### config.mk
export PLATFORM = sky130hd
export DESIGN_NAME = pmt_hit_coincidence_pairing
export DESIGN_NICKNAME = d
export VERILOG_FILES = /design/src/design/pmtc_pkg.sv /design/src/design/pmtc_cmp.sv /design/src/design/pmtc_seq.sv /design/src/design/pmt_hit_coincidence_pairing.sv
export SDC_FILE = /design/constraint.sdc
export NUM_CORES = 1
export LEC_CHECK = 0
export BUFFER_PORTS_ARGS = -buffer_cell sky130_fd_sc_hd__buf_2
export CAP_MARGIN = 20
export CORE_ASPECT_RATIO = 0.75
export CORE_MARGIN = 1
export CORE_UTILIZATION = 55
export CTS_CLUSTER_DIAMETER = 100
export DETAILED_ROUTE_END_ITERATION = 8
export GPL_ROUTABILITY_DRIVEN = 0
export PLACE_DENSITY = 0.75
export SLEW_MARGIN = 5
export SYNTH_ARGS = -nofsm -noshare
export SYNTH_HDL_FRONTEND = slang
export SYNTH_SLANG_ARGS = --single-unit
### constraint.sdc
create_clock -name clk -period 9 [get_ports clk]
set_input_delay 1.8 -clock clk [delete_from_list [all_inputs] [get_ports clk]]
set_output_delay 1.8 -clock clk [all_outputs]
set_load 0.02 [all_outputs]
### src/design/pmtc_pkg.sv
// ----------------------------------------------------------------------------
// pmtc_pkg: shared types and codes
// Entry layout of the hit store, register set, compare unit flags and the
// result kind codes used across the coincidence pairing block.
// ----------------------------------------------------------------------------
`default_nettype none

package pmtc_pkg;

	// one stored hit
	typedef struct packed {
		logic [5:0]         bar;
		logic signed [15:0] tm;
		logic [15:0]        energy;
	} entry_t;

	// configuration registers
	typedef struct packed {
		logic [15:0] cut;
		logic [15:0] thr;
		logic [5:0]  short_lo;
		logic [5:0]  short_hi;
	} cfg_t;

	// flags from the shared compare unit
	typedef struct packed {
		logic pair_hit;
		logic match;
		logic a_hot;
	} cmp_t;

	// sequencer status toward the top level
	typedef struct packed {
		logic idle;
		logic done;
	} seq_stat_t;

	// register indexes
	localparam logic [1:0] REG_CUT      = 2'd0;
	localparam logic [1:0] REG_THR      = 2'd1;
	localparam logic [1:0] REG_SHORT_LO = 2'd2;
	localparam logic [1:0] REG_SHORT_HI = 2'd3;

	// result kinds
	localparam logic [1:0] KIND_NONE  = 2'd0;
	localparam logic [1:0] KIND_PAIR  = 2'd1;
	localparam logic [1:0] KIND_NORTH = 2'd2;
	localparam logic [1:0] KIND_SOUTH = 2'd3;

	// most result words per event
	localparam int RESULT_LIMIT = 32;

endpackage

`default_nettype wire

### src/design/pmtc_cmp.sv
// ----------------------------------------------------------------------------
// pmtc_cmp: shared compare unit
// Compares one primary entry against one entry of the opposite list: bar
// match on long bars, time window and energy thresholds.
// ----------------------------------------------------------------------------
`default_nettype none

module pmtc_cmp (
	input  pmtc_pkg::cfg_t   cfg,
	input  pmtc_pkg::entry_t ea,
	input  pmtc_pkg::entry_t eb,
	output pmtc_pkg::cmp_t   res
);
	import pmtc_pkg::*;

	logic signed [16:0] diff;
	logic [16:0]        adiff;
	logic               a_long;
	logic               bar_eq;
	logic               in_win;
	logic               b_hot;

	// time difference south minus north, magnitude
	assign diff  = {eb.tm[15], eb.tm} - {ea.tm[15], ea.tm};
	assign adiff = diff[16] ? 17'(-diff) : 17'(diff);
	assign in_win = adiff < {1'b0, cfg.cut};

	// short bars never pair
	assign a_long = (ea.bar < cfg.short_lo) || (ea.bar > cfg.short_hi);
	assign bar_eq = ea.bar == eb.bar;
	assign b_hot  = eb.energy > cfg.thr;

	assign res.a_hot    = ea.energy > cfg.thr;
	assign res.match    = a_long & bar_eq;
	assign res.pair_hit = a_long & bar_eq & in_win & (res.a_hot | b_hot);

endmodule

`default_nettype wire

### src/design/pmtc_seq.sv
// ----------------------------------------------------------------------------
// pmtc_seq: end of event sequencer
// Walks both planes twice over the hit store: a counting pass that sizes
// the result list, then an emitting pass that fills the output register.
// ----------------------------------------------------------------------------
`default_nettype none

module pmtc_seq #(
	parameter int H      = 4,
	parameter int CNT_W  = 3,
	parameter int ADDR_W = 4
) (
	input  wire                         clk,
	input  wire                         arst_n,
	input  wire                         start,
	input  wire  [3:0][CNT_W-1:0]       cnt,
	input  wire                         ovf,
	input  pmtc_pkg::cfg_t              cfg,
	input  pmtc_pkg::entry_t            ent_a,
	input  pmtc_pkg::entry_t            ent_b,
	output logic [ADDR_W-1:0]           rd_addr_a,
	output logic [ADDR_W-1:0]           rd_addr_b,
	output pmtc_pkg::seq_stat_t         stat,
	output logic                        out_valid,
	input  wire                         out_ready,
	output logic [1:0]                  kind,
	output logic                        out_plane,
	output logic [5:0]                  out_bar,
	output logic [15:0]                 north_energy,
	output logic signed [15:0]          north_time,
	output logic [15:0]                 south_energy,
	output logic signed [15:0]          south_time,
	output logic                        dropped,
	output logic                        last
);
	import pmtc_pkg::*;

	localparam int TOT_W = $clog2(2 * H * H + 4 * H + RESULT_LIMIT + 1);
	localparam int K_W   = $clog2(RESULT_LIMIT + 1);

	localparam logic [2:0] ST_IDLE = 3'd0;
	localparam logic [2:0] ST_CHK  = 3'd1;
	localparam logic [2:0] ST_RD   = 3'd2;
	localparam logic [2:0] ST_EV   = 3'd3;
	localparam logic [2:0] ST_NONE = 3'd4;
	localparam logic [2:0] ST_END  = 3'd5;

	localparam logic [1:0] PH_PAIR  = 2'd0;
	localparam logic [1:0] PH_NORTH = 2'd1;
	localparam logic [1:0] PH_SOUTH = 2'd2;

	logic [2:0]       state_q;
	logic             pass_q;
	logic             plane_q;
	logic [1:0]       phase_q;
	logic [CNT_W-1:0] i_q;
	logic [CNT_W-1:0] j_q;
	logic             found_q;
	logic [TOT_W-1:0] total_q;
	logic [K_W-1:0]   k_q;

	logic             out_valid_q;
	logic [1:0]       kind_q;
	logic             plane_out_q;
	logic [5:0]       bar_q;
	entry_t           north_q;
	entry_t           south_q;
	logic             dropped_q;
	logic             last_q;

	logic [1:0]       la;
	logic [1:0]       lb;
	logic [CNT_W-1:0] cnt_a;
	logic [CNT_W-1:0] cnt_b;
	logic             b_valid;
	logic             j_last;
	logic             i_lt;
	logic             match_b;
	logic             want;
	logic             emit_ok;
	logic             slot_free;
	logic             over;
	logic [K_W-1:0]   emit_n;
	logic             is_last;
	logic [1:0]       res_kind;
	entry_t           res_north;
	entry_t           res_south;
	cmp_t             cmp;

	// shared compare unit
	pmtc_cmp u_cmp (
		.cfg (cfg),
		.ea  (ent_a),
		.eb  (ent_b),
		.res (cmp)
	);

	// primary and opposite list of the current phase
	assign la    = {plane_q, phase_q == PH_SOUTH};
	assign lb    = {plane_q, phase_q != PH_SOUTH};
	assign cnt_a = cnt[la];
	assign cnt_b = cnt[lb];

	assign rd_addr_a = ADDR_W'(la) * ADDR_W'(H) + ADDR_W'(i_q);
	assign rd_addr_b = ADDR_W'(lb) * ADDR_W'(H) + ADDR_W'(j_q);

	// step decisions
	assign b_valid = cnt_b != '0;
	assign j_last  = !b_valid || ((j_q + CNT_W'(1)) == cnt_b);
	assign i_lt    = i_q < cnt_a;
	assign match_b = b_valid & cmp.match;
	assign want    = (phase_q == PH_PAIR) ? (b_valid & cmp.pair_hit)
		: (j_last & ~(found_q | match_b) & cmp.a_hot);

	assign slot_free = !out_valid_q || out_ready;
	assign emit_ok   = pass_q && want && (k_q < K_W'(RESULT_LIMIT));
	assign over      = total_q > TOT_W'(RESULT_LIMIT);
	assign emit_n    = over ? K_W'(RESULT_LIMIT) : total_q[K_W-1:0];
	assign is_last   = (k_q + K_W'(1)) == emit_n;

	// result word of the current step
	always_comb begin
		res_kind  = KIND_PAIR;
		res_north = ent_a;
		res_south = ent_b;
		case (phase_q)
			PH_NORTH: begin
				res_kind  = KIND_NORTH;
				res_south = '0;
			end
			PH_SOUTH: begin
				res_kind  = KIND_SOUTH;
				res_north = '0;
				res_south = ent_a;
			end
			default: begin
				res_kind = KIND_PAIR;
			end
		endcase
	end

	// walk control
	always_ff @(posedge clk or negedge arst_n) begin
		if (!arst_n) begin
			state_q <= ST_IDLE;
			pass_q  <= 1'b0;
			plane_q <= 1'b0;
			phase_q <= PH_PAIR;
			i_q     <= '0;
			j_q     <= '0;
			found_q <= 1'b0;
			total_q <= '0;
			k_q     <= '0;
		end else begin
			unique case (state_q)
				ST_IDLE: begin
					if (start) begin
						state_q <= ST_CHK;
						pass_q  <= 1'b0;
						plane_q <= 1'b0;
						phase_q <= PH_PAIR;
						i_q     <= '0;
						total_q <= '0;
						k_q     <= '0;
					end
				end
				ST_CHK: begin
					j_q     <= '0;
					found_q <= 1'b0;
					if (i_lt) begin
						state_q <= ST_RD;
					end else begin
						i_q <= '0;
						if (phase_q != PH_SOUTH) begin
							phase_q <= phase_q + 2'd1;
						end else begin
							phase_q <= PH_PAIR;
							plane_q <= ~plane_q;
							if (plane_q) begin
								if (!pass_q) begin
									pass_q <= 1'b1;
								end else begin
									state_q <= (total_q == '0) ? ST_NONE : ST_END;
								end
							end
						end
					end
				end
				ST_RD: begin
					state_q <= ST_EV;
				end
				ST_EV: begin
					if (!(emit_ok && !slot_free)) begin
						if (!pass_q && want) begin
							total_q <= total_q + TOT_W'(1);
						end
						if (emit_ok) begin
							k_q <= k_q + K_W'(1);
						end
						found_q <= found_q | match_b;
						if (j_last) begin
							i_q     <= i_q + CNT_W'(1);
							state_q <= ST_CHK;
						end else begin
							j_q     <= j_q + CNT_W'(1);
							state_q <= ST_RD;
						end
					end
				end
				ST_NONE: begin
					if (slot_free) begin
						state_q <= ST_END;
					end
				end
				ST_END: begin
					state_q <= ST_IDLE;
				end
				default: begin
					state_q <= ST_IDLE;
				end
			endcase
		end
	end

	// output word valid
	always_ff @(posedge clk or negedge arst_n) begin
		if (!arst_n) begin
			out_valid_q <= 1'b0;
		end else if ((state_q == ST_EV && emit_ok && slot_free)
				|| (state_q == ST_NONE && slot_free)) begin
			out_valid_q <= 1'b1;
		end else if (out_ready) begin
			out_valid_q <= 1'b0;
		end
	end

	// output word payload
	always_ff @(posedge clk) begin
		if (state_q == ST_EV && emit_ok && slot_free) begin
			kind_q      <= res_kind;
			plane_out_q <= plane_q;
			bar_q       <= ent_a.bar;
			north_q     <= res_north;
			south_q     <= res_south;
			dropped_q   <= ovf | over;
			last_q      <= is_last;
		end else if (state_q == ST_NONE && slot_free) begin
			kind_q      <= KIND_NONE;
			plane_out_q <= 1'b0;
			bar_q       <= '0;
			north_q     <= '0;
			south_q     <= '0;
			dropped_q   <= ovf;
			last_q      <= 1'b1;
		end
	end

	assign stat.idle = state_q == ST_IDLE;
	assign stat.done = state_q == ST_END;

	assign out_valid    = out_valid_q;
	assign kind         = kind_q;
	assign out_plane    = plane_out_q;
	assign out_bar      = bar_q;
	assign north_energy = north_q.energy;
	assign north_time   = north_q.tm;
	assign south_energy = south_q.energy;
	assign south_time   = south_q.tm;
	assign dropped      = dropped_q;
	assign last         = last_q;

endmodule

`default_nettype wire

### src/design/pmt_hit_coincidence_pairing.sv
// ----------------------------------------------------------------------------
// pmt_hit_coincidence_pairing: double ended tube hit pairing
// Stores one event's complete hits in four lists by plane and tube end and,
// at end of event, pairs north and south hits on long bars, then emits the
// single ended hits above threshold.
// ----------------------------------------------------------------------------
//
//  channel   handshake               payload
//  -------   ---------------------   ---------------------------------------
//  in        in_valid / in_ready     mode plane pmt_end bar hit_time
//                                    hit_energy has_adc has_tdc
//  out       out_valid / out_ready   kind out_plane out_bar north_energy
//                                    north_time south_energy south_time
//                                    dropped last
//  cfg       cfg_valid / cfg_ready   cfg_index cfg_data
//
//  a hit word is taken straight into the store, back to back while idle.
//  end of event runs two walks (count, emit) over both planes; each walk
//  compares every primary entry with every opposite entry in turn, through
//  the single compare unit and the registered store read; then ST_END
//  closes the event, after ST_NONE when the event has no result.
//  in_ready is low during the walk; a full output register stalls the walk.
//  reset clears counts, overflow flag, sequencer and registers to defaults.
//
`default_nettype none

module pmt_hit_coincidence_pairing #(
	parameter int HITS_PER_LIST = 4
) (
	input  wire                 clk,
	input  wire                 arst_n,
	input  wire                 in_valid,
	output logic                in_ready,
	input  wire                 mode,
	input  wire                 plane,
	input  wire                 pmt_end,
	input  wire  [5:0]          bar,
	input  wire  signed [15:0]  hit_time,
	input  wire  [15:0]         hit_energy,
	input  wire                 has_adc,
	input  wire                 has_tdc,
	output logic                out_valid,
	input  wire                 out_ready,
	output logic [1:0]          kind,
	output logic                out_plane,
	output logic [5:0]          out_bar,
	output logic [15:0]         north_energy,
	output logic signed [15:0]  north_time,
	output logic [15:0]         south_energy,
	output logic signed [15:0]  south_time,
	output logic                dropped,
	output logic                last,
	input  wire                 cfg_valid,
	output logic                cfg_ready,
	input  wire  [1:0]          cfg_index,
	input  wire  [15:0]         cfg_data
);
	import pmtc_pkg::*;

	localparam int DEPTH  = 4 * HITS_PER_LIST;
	localparam int CNT_W  = $clog2(HITS_PER_LIST + 1);
	localparam int ADDR_W = $clog2(DEPTH);

	cfg_t                  cfg_q;
	logic [3:0][CNT_W-1:0] cnt_q;
	logic                  ovf_q;
	entry_t                hit_mem_q [DEPTH];
	entry_t                rd_a_q;
	entry_t                rd_b_q;

	logic                  in_acc;
	logic                  start;
	logic                  hit_ok;
	logic [1:0]            wr_list;
	logic                  list_full;
	logic                  wr_en;
	logic [ADDR_W-1:0]     wr_addr;
	entry_t                wr_entry;
	logic [ADDR_W-1:0]     rd_addr_a;
	logic [ADDR_W-1:0]     rd_addr_b;
	seq_stat_t             stat;

	assign in_ready  = stat.idle;
	assign cfg_ready = 1'b1;

	// input word decode
	assign in_acc    = in_valid & in_ready;
	assign start     = in_acc & mode;
	assign hit_ok    = in_acc & ~mode & has_adc & has_tdc;
	assign wr_list   = {plane, pmt_end};
	assign list_full = cnt_q[wr_list] >= CNT_W'(HITS_PER_LIST);
	assign wr_en     = hit_ok & ~list_full;
	assign wr_addr   = ADDR_W'(wr_list) * ADDR_W'(HITS_PER_LIST)
		+ ADDR_W'(cnt_q[wr_list]);
	assign wr_entry  = '{bar: bar, tm: hit_time, energy: hit_energy};

	// configuration registers
	always_ff @(posedge clk or negedge arst_n) begin
		if (!arst_n) begin
			cfg_q.cut      <= 16'd1075;
			cfg_q.thr      <= 16'd500;
			cfg_q.short_lo <= 6'd22;
			cfg_q.short_hi <= 6'd23;
		end else if (cfg_valid && cfg_ready) begin
			unique case (cfg_index)
				REG_CUT:      cfg_q.cut      <= cfg_data;
				REG_THR:      cfg_q.thr      <= cfg_data;
				REG_SHORT_LO: cfg_q.short_lo <= cfg_data[5:0];
				REG_SHORT_HI: cfg_q.short_hi <= cfg_data[5:0];
				default:      cfg_q          <= cfg_q;
			endcase
		end
	end

	// list fill counts and overflow flag
	always_ff @(posedge clk or negedge arst_n) begin
		if (!arst_n) begin
			cnt_q <= '0;
			ovf_q <= 1'b0;
		end else if (stat.done) begin
			cnt_q <= '0;
			ovf_q <= 1'b0;
		end else if (hit_ok) begin
			if (list_full) begin
				ovf_q <= 1'b1;
			end else begin
				cnt_q[wr_list] <= cnt_q[wr_list] + CNT_W'(1);
			end
		end
	end

	// hit store, one write port and two registered read ports
	always_ff @(posedge clk) begin
		if (wr_en) begin
			hit_mem_q[wr_addr] <= wr_entry;
		end
		rd_a_q <= hit_mem_q[rd_addr_a];
		rd_b_q <= hit_mem_q[rd_addr_b];
	end

	// end of event sequencer
	pmtc_seq #(
		.H      (HITS_PER_LIST),
		.CNT_W  (CNT_W),
		.ADDR_W (ADDR_W)
	) u_seq (
		.clk          (clk),
		.arst_n       (arst_n),
		.start        (start),
		.cnt          (cnt_q),
		.ovf          (ovf_q),
		.cfg          (cfg_q),
		.ent_a        (rd_a_q),
		.ent_b        (rd_b_q),
		.rd_addr_a    (rd_addr_a),
		.rd_addr_b    (rd_addr_b),
		.stat         (stat),
		.out_valid    (out_valid),
		.out_ready    (out_ready),
		.kind         (kind),
		.out_plane    (out_plane),
		.out_bar      (out_bar),
		.north_energy (north_energy),
		.north_time   (north_time),
		.south_energy (south_energy),
		.south_time   (south_time),
		.dropped      (dropped),
		.last         (last)
	);

	// lists are empty right after an event closes
	a_clear_after_done: assert property (@(posedge clk) disable iff (!arst_n)
		stat.done |=> (cnt_q == '0) && !ovf_q)
		else $error("hit lists not cleared after end of event");

	// a word that is not the last of its event keeps the block busy
	a_busy_until_last: assert property (@(posedge clk) disable iff (!arst_n)
		out_valid && !last |-> !in_ready)
		else $error("block idle while event words remain");

	// counts hold during the walk
	a_counts_hold: assert property (@(posedge clk) disable iff (!arst_n)
		!in_ready && !stat.done |=> $stable(cnt_q))
		else $error("list counts moved during the walk");

endmodule

`default_nettype wire

=== Yosys cells after proc, flatten, opt, wreduce, memory -nomap -nowiden ===
Memory sizes are Yosys's and may differ from the RTL's. A register that Yosys moved wholly into a read port is not among the register bits.
Index checks and enable logic that the tools add are counted.
Widths: inputs -> output; s select.

* Bits in registers: 160
* Memory bits (writable): 608
* Input port bits: 66
* Output and inout bits: 78
* Word-level logic and storage cells: 223
* Memories: 1

{| class="wikitable"
|+ Memory list
! name !! depth !! bits a word !! read ports !! clocked after Yosys merged registers in !! write ports !! line !! source
|-
| hit_mem_q || 16 || 38 || 2 || 2 || 1 || pmt_hit_coincidence_pairing.sv:67 || <nowiki>entry_t hit_mem_q [DEPTH];</nowiki>
|}

* $add $sub $neg: 11
* Magnitude comparators: 13
* Equality and inequality tests: 28
* Mux-type cells: 78
* Bitwise logic cells: 20
* Reductions and logical operators: 44

{| class="wikitable"
|+ Operator list
! cell !! count
|-
| $mux 32 || 4
|-
| $pmux 32 s2 || 1
|-
| $mux 3 || 17
|-
| $mux 12 || 3
|-
| $mux 6 || 6
|-
| $gt 16x16->1 || 2
|-
| $mux 1 || 22
|-
| $mux 7 || 3
|-
| $bmux 3 s2 || 3
|-
| $lt 17x16->1 || 1
|-
| $mux 17 || 1
|-
| $neg 17->17 || 1
|-
| $sub 16x16->17 || 1
|-
| $pmux 3 s5 || 1
|-
| $ne 2x1->1 const B || 7
|-
| $pmux 7 s2 || 1
|-
| $reduce_and 2->1 || 7
|-
| $reduce_bool 2->1 || 7
|-
| $and 1x1->1 || 13
|-
| $add 4x3->4 || 3
|-
| $bwmux 12 || 1
|-
| $eq 6x6->1 || 2
|-
| $mux 2 || 6
|-
| $pmux 6 s2 || 1
|-
| 39 further kinds || 80
|}

=== Logic depth before layout (Yosys ltp) ===
* Depth in word-level cells: 16
* Depth in mapped cells: 23

=== Cells and area by module ===
From an unflattened synthesis, not the netlist that was laid out.

* Cell total of the unflattened synthesis: 2398
* Area total of the unflattened synthesis: 39384.0 µm²

{| class="wikitable"
|+ By module, submodules not included
! module !! instances !! cells an instance !! area an instance (µm²) !! seq. area each (µm²)
|-
| pmt_hit_coincidence_pairing || 1 || 1527 || 31218.7 || 21227.9
|-
| pmtc_seq || 1 || 493 || 5346.4 || 2952.8
|-
| pmtc_cmp || 1 || 378 || 2819.0 || 0.0
|}

=== Least setup slack after synthesis ===
OpenSTA, ideal clock, no wires.

* Path type: register to register
* From: register, netlist name rd_b_q[16]
* To: register u_seq.dropped_q (netlist: u_seq.dropped) (enable)
* Library setup time: 517 ps
* Data arrival time: 7679 ps
* Required time: 8483 ps
* Setup slack: 804 ps
* Cell stages (with the launch flop): 22
* Period minus slack after synthesis: 8196 ps
* Path through: dfxtp_1 > inv_1 > ha_1 > fa_1 > nor2b_2 > o2111ai_1 > nand2_1 > xor2_1 > or4_4 > nor4_4 > nor2_1 > xor2_1 > ha_1 > a21o_1 > a21o_1 > a21oi_1 > a21oi_1 > a2111o_1 > a41oi_2 > o21a_1 > a21oi_1 > nor2b_1

* Word-level cells in the longest chain between the ends: 13

{| class="wikitable"
|+ Ends and longest elaborated chain
! what !! line !! source
|-
| $sub 16x16->17 * || pmtc_cmp.sv:24 || <nowiki>assign diff = {eb.tm[15], eb.tm} - {ea.tm[15], ea.tm};</nowiki>
|-
| $neg 17->17 || pmtc_cmp.sv:25 || <nowiki>assign adiff = diff[16] ? 17'(-diff) : 17'(diff);</nowiki>
|-
| $mux 17 * || pmtc_cmp.sv:25 ||
|-
| $lt 17x16->1 * || pmtc_cmp.sv:26 || <nowiki>assign in_win = adiff < {1'b0, cfg.cut};</nowiki>
|-
| $and 1x1->1 * (2 in a row) || pmtc_cmp.sv:35 || <nowiki>assign res.pair_hit = a_long & bar_eq & in_win & (res.a_hot | b_hot);</nowiki>
|-
| $and 1x1->1 * || pmtc_seq.sv:112 || <nowiki>assign want = (phase_q == PH_PAIR) ? (b_valid & cmp.pair_hit)</nowiki>
|-
| $mux 1 * || pmtc_seq.sv:112 ||
|-
| $logic_and 1x1->1 * (2 in a row) || pmtc_seq.sv:116 || <nowiki>assign emit_ok = pass_q && want && (k_q < K_W'(RESULT_LIMIT));</nowiki>
|-
| $logic_and 1x1->1 * (2 in a row) || pmtc_seq.sv:239 || <nowiki>if (state_q == ST_EV && emit_ok && slot_free) begin</nowiki>
|-
| $reduce_bool 2->1 (no line) * || - ||
|-
| end signal: assignment || pmtc_seq.sv:245 || <nowiki>dropped_q <= ovf | over;</nowiki>
|-
| end signal: assignment || pmtc_seq.sv:253 || <nowiki>dropped_q <= ovf;</nowiki>
|-
| end: declaration || pmtc_seq.sv:68 || <nowiki>logic dropped_q;</nowiki>
|}

Mark *: on every way between the ends. The rest lies on a longest branch, timed or not.
A chain may end at the register's enable or synchronous reset.

=== Worst setup path in the final report ===
* From: register, netlist name rd_b_q[16]
* To: register u_seq.south_q, in the netlist u_seq.south_energy[4] (enable)

* Word-level cells in the longest chain between the ends: 13

{| class="wikitable"
|+ Ends and longest elaborated chain
! what !! line !! source
|-
| $sub 16x16->17 * || pmtc_cmp.sv:24 ||
|-
| $neg 17->17 || pmtc_cmp.sv:25 ||
|-
| $mux 17 * || pmtc_cmp.sv:25 ||
|-
| $lt 17x16->1 * || pmtc_cmp.sv:26 ||
|-
| $and 1x1->1 * (2 in a row) || pmtc_cmp.sv:35 ||
|-
| $and 1x1->1 * || pmtc_seq.sv:112 ||
|-
| $mux 1 * || pmtc_seq.sv:112 ||
|-
| $logic_and 1x1->1 * (2 in a row) || pmtc_seq.sv:116 ||
|-
| $logic_and 1x1->1 * (2 in a row) || pmtc_seq.sv:239 ||
|-
| $reduce_bool 2->1 (no line) * || - ||
|-
| end signal: assignment || pmtc_seq.sv:244 || <nowiki>south_q <= res_south;</nowiki>
|-
| end: declaration || pmtc_seq.sv:67 || <nowiki>entry_t south_q;</nowiki>
|}

Marks and branches as above.

==> impl_metrics.tcl <==
set metrics [dict create \
    status "completed" \
    cts_hold_buf 0 \
    synth_compound_area_share_pct 3.68 \
    fin_tns_setup_ns 0 \
    drc 0 \
    drt_iter0_drc 2501 \
    synthTopCellsByArea "edfxtp_1 (53%), mux4_2 (23%), dfrtp_1 (4.3%)" \
    synth_top_family_by_area "multiplexers" \
    crit_fanout 53 \
    synth_seq_cells 844 \
    p_total_w 0.0144 \
    final-hold-violation-count 0 \
    async_reset_ff_share_pct 10.1 \
    drt_first_pass_iters 6 \
    netlist_area_um2 38800 \
    fmax_ghz 0.152 \
    dieArea_um2 71700 \
    syn2layout_area_growth_pct 11.4 \
    worst-endpoint-arrival_ns 6.85 \
    std_cell_rows 83 \
    use_met2_pct 43.7 \
    numCtsBuffers 82 \
    synth_edf_count 683 \
    cts_buffer_depth 3 \
    synth_cells 2167 \
    drv_cap 0 \
    hp-class "flip-flop to flip-flop" \
    antenna_found_initial 9 \
    power.density_nw_per_um2 334 \
    yosysUniqueCellTypes 75 \
    leakagePower_nw 14.3 \
    grt_setup_unrepaired "no" \
    setup_ws_ns 2.41 \
    grtUsageTotal_pct 27.6 \
    maxSlewViolCount 0 \
    min_period_over_period_pct 73.2 \
    cts.sinks 844 \
    tightest_slew_ns 1.06 \
    nets 2450 \
    wl_per_cell_um 29.2 \
    synthAdderAreaFrac_pct 3.05 \
    routed_via_density 6.61 \
    max_stage_delay_ns 0.67 \
    grt-ovfl-total 0 \
    cts_tree "built" \
    critPathSlowestCell "buf_4" \
    io_pins 144 \
    yosys_warnings 0 \
    required_ns 9.25 \
    root_buffer "clkbuf_16" \
    clock-skew-final_ns 0.0253 \
    first_global_vias 22200 \
    setup-violations-final 0 \
    die_w_um 309 \
    avgSynthCellArea_um2 17.9 \
    synth_top_area_cell "edfxtp_1" \
    cts.htree.levels 3 \
    ys_seq_area_share_pct 62.3 \
    dp_hpwl_um 56500 \
    drive_above_1_share_pct 32.4 \
    relSlewSlack_pct 28.8 \
    path_cells "inv_1 > ha_1 > fa_1 > nor2b_2 > o2111ai_1 > nand2_1 > xor2_1 > or4_4 > nor4_4 > nor2_1 > xor2_1 > ha_1 > a21o_1 > a21o_1 > a21oi_1 > a21oi_1 > a2111o_1 > a41oi_2 > o21a_1 > a21oi_1 > nor2b_4 > buf_4" \
    coreArea_um2 69200 \
    grt_busiest_layer "met2" \
    crit_path_frequent_cell "a21oi_1" \
    synth_top_area_share_pct 52.8 \
    ir_drop_mv 0.220 \
    cts.repair.resized 0 \
    finalCoreUtilization_pct 62.5 \
    muxShareOfSynthArea_pct 23.5 \
    synth_simple_gate_area_share_pct 4.21 \
    port_buffers 142 \
    worst-setup-path-type "flip-flop to flip-flop" \
    grtUsageMet3_pct 8.08 \
    ant_nets 0 \
    grt_max_degree 66 \
    start_kind "flip-flop" \
    via_count 21800 \
    post-route-min-period_ns 6.59 \
    clk_pin_slew_ns 0.06 \
    grt_pass1_wl_um 143000 \
    finalWirelength_um 96200 \
    crit_path_end_kind "flip-flop" \
    cts_setup_buffers 0 \
    grt.met1_usage_pct 37.5 \
    place_ws_ns 2.52 \
    die_y_um 232 \
    start_util_pct 56.1 \
    synth-xor-area-share_pct 1.20 \
    insertion_delay_ns 0.65 \
    synth_ff_type "edfxtp_1" \
    synth_fp_nets 2327 \
]
power by group:
part | leakage, nW | total [W] | switching, W | internal [W]
logic | 5.36 | 0.00597 | 0.00314 | 0.00283
clock network | 1.32 | 0.00345 | 0.00150 | 0.00196
registers | 7.63 | 0.00500 | 0.000469 | 0.00453
cells in the final DEF (no fill, tap or decap), types with 27 or more instances in the layout:
cell       netlist  routed
edfxtp_1       683     683
mux4_2         389     389
buf_2            9     141
ha_1            93      90
nand2_1         86      86
clkbuf_16        0      86
inv_1           83      83
dfxtp_1         76      76
nor2_1          65      65
dfrtp_1         67      63
a21oi_1         55      55
o21ai_0         53      53
nand3_1         38      38
mux2_2          30      30
nor3_1          27      27
xnor2_1         27      27
layer usage:
metal | share of wire (%) | up-vias
met5 | 0.036 | -
met4 | 2.5 | 6
met3 | 11 | 189
met2 | 48 | 1123
met1 | 38 | 11400
li1 | - | 9114
critical path, delay by kind of cell, from the launching register on:
| family | cells | cell delay, ns |
|---|---|---|
| XOR/XNOR | 2 | 0.28 |
| flip-flops | 1 | 0.33 |
| AO/OA/AOI/OAI | 9 | 1.89 |
| AND/OR/NAND/NOR | 6 | 1.95 |
| adder cells (fa/ha/maj) | 3 | 0.96 |
| buffers and inverters | 2 | 0.71 |
synth_stat cells, types with 15 or more instances:
library cell / instances
xor2_1: 26
dfstp_2: 18
and2_1: 35
a21oi_1: 55
nand2b_1: 16
dfxtp_1: 76
a22oi_1: 19
nand2_1: 86
mux2_2: 30
nand4_1: 15
inv_1: 83
mux4_2: 389
dfrtp_1: 67
clkbuf_1: 82
buf_1: 31
xnor2_1: 27
nor2_1: 65
nor3_1: 27
ha_1: 93
nand3_1: 38
o21ai_0: 53
edfxtp_1: 683
path summary, 6_finish.rpt:
path / startpoint / to / slack [ns] / depth (start not counted)
worst max-delay path: rd_b_q[16] / u_seq.south_energy[4] / 2.41 / 22
worst min-delay path: cfg_q[25] / cfg_q[25] / 0.51 / 1
worst max register to register: rd_b_q[16] / u_seq.south_energy[4] / 2.41 / 22
worst min register to register: cfg_q[25] / cfg_q[25] / 0.51 / 1
max in group asynchronous: arst_n / u_seq.j_q[1] / 6.74 / 2
min in group asynchronous: arst_n / cfg_q[27] / 1.08 / 1
state kept, by name (all words and copies together), names as in the netlist, 2 cells and up:
signal and count:
hit_mem_q 608, cfg_q 44, rd_a_q 38, rd_b_q 38, u_seq.north_energy 16, u_seq.north_time 16
u_seq.south_energy 16, u_seq.south_time 16, cnt_q 12, u_seq.total_q 7, u_seq.k_q 6, u_seq.out_bar 6
u_seq.i_q 3, u_seq.j_q 3, u_seq.state_q 3, u_seq.kind 2, u_seq.phase_q 2
final cells by class:
type	instances	area [um^2]
inverter	84	315
timing repair buffer	162	883
clock buffer	108	2290
multi-input combinational	1116	14000
sequential	844	24200
clock inverter	45	405
antenna	3	7.51
tap	935	1170
fill	4730	25900
cell families (layout without fill, tap and decap cells):
family	after synthesis	after routing
other	1	4
flip-flops	844	844
XOR/XNOR	53	53
multiplexers	423	423
AO/OA/AOI/OAI	218	218
buffers and inverters	207	399
adder cells (fa/ha/maj)	94	94
AND/OR/NAND/NOR	327	327
per-stage QoR:
step	std cells	area [um^2]	hold WS [ns]
floorplan	2167	38800	0.479
global placement	3140	40500	0.493
detailed placement	3140	40500	0.502
CTS	3293	43200	0.515
global route	3295	43200	0.531
finish	3297	43200	0.510
Note: power is estimated with default switching activity, not from simulation.
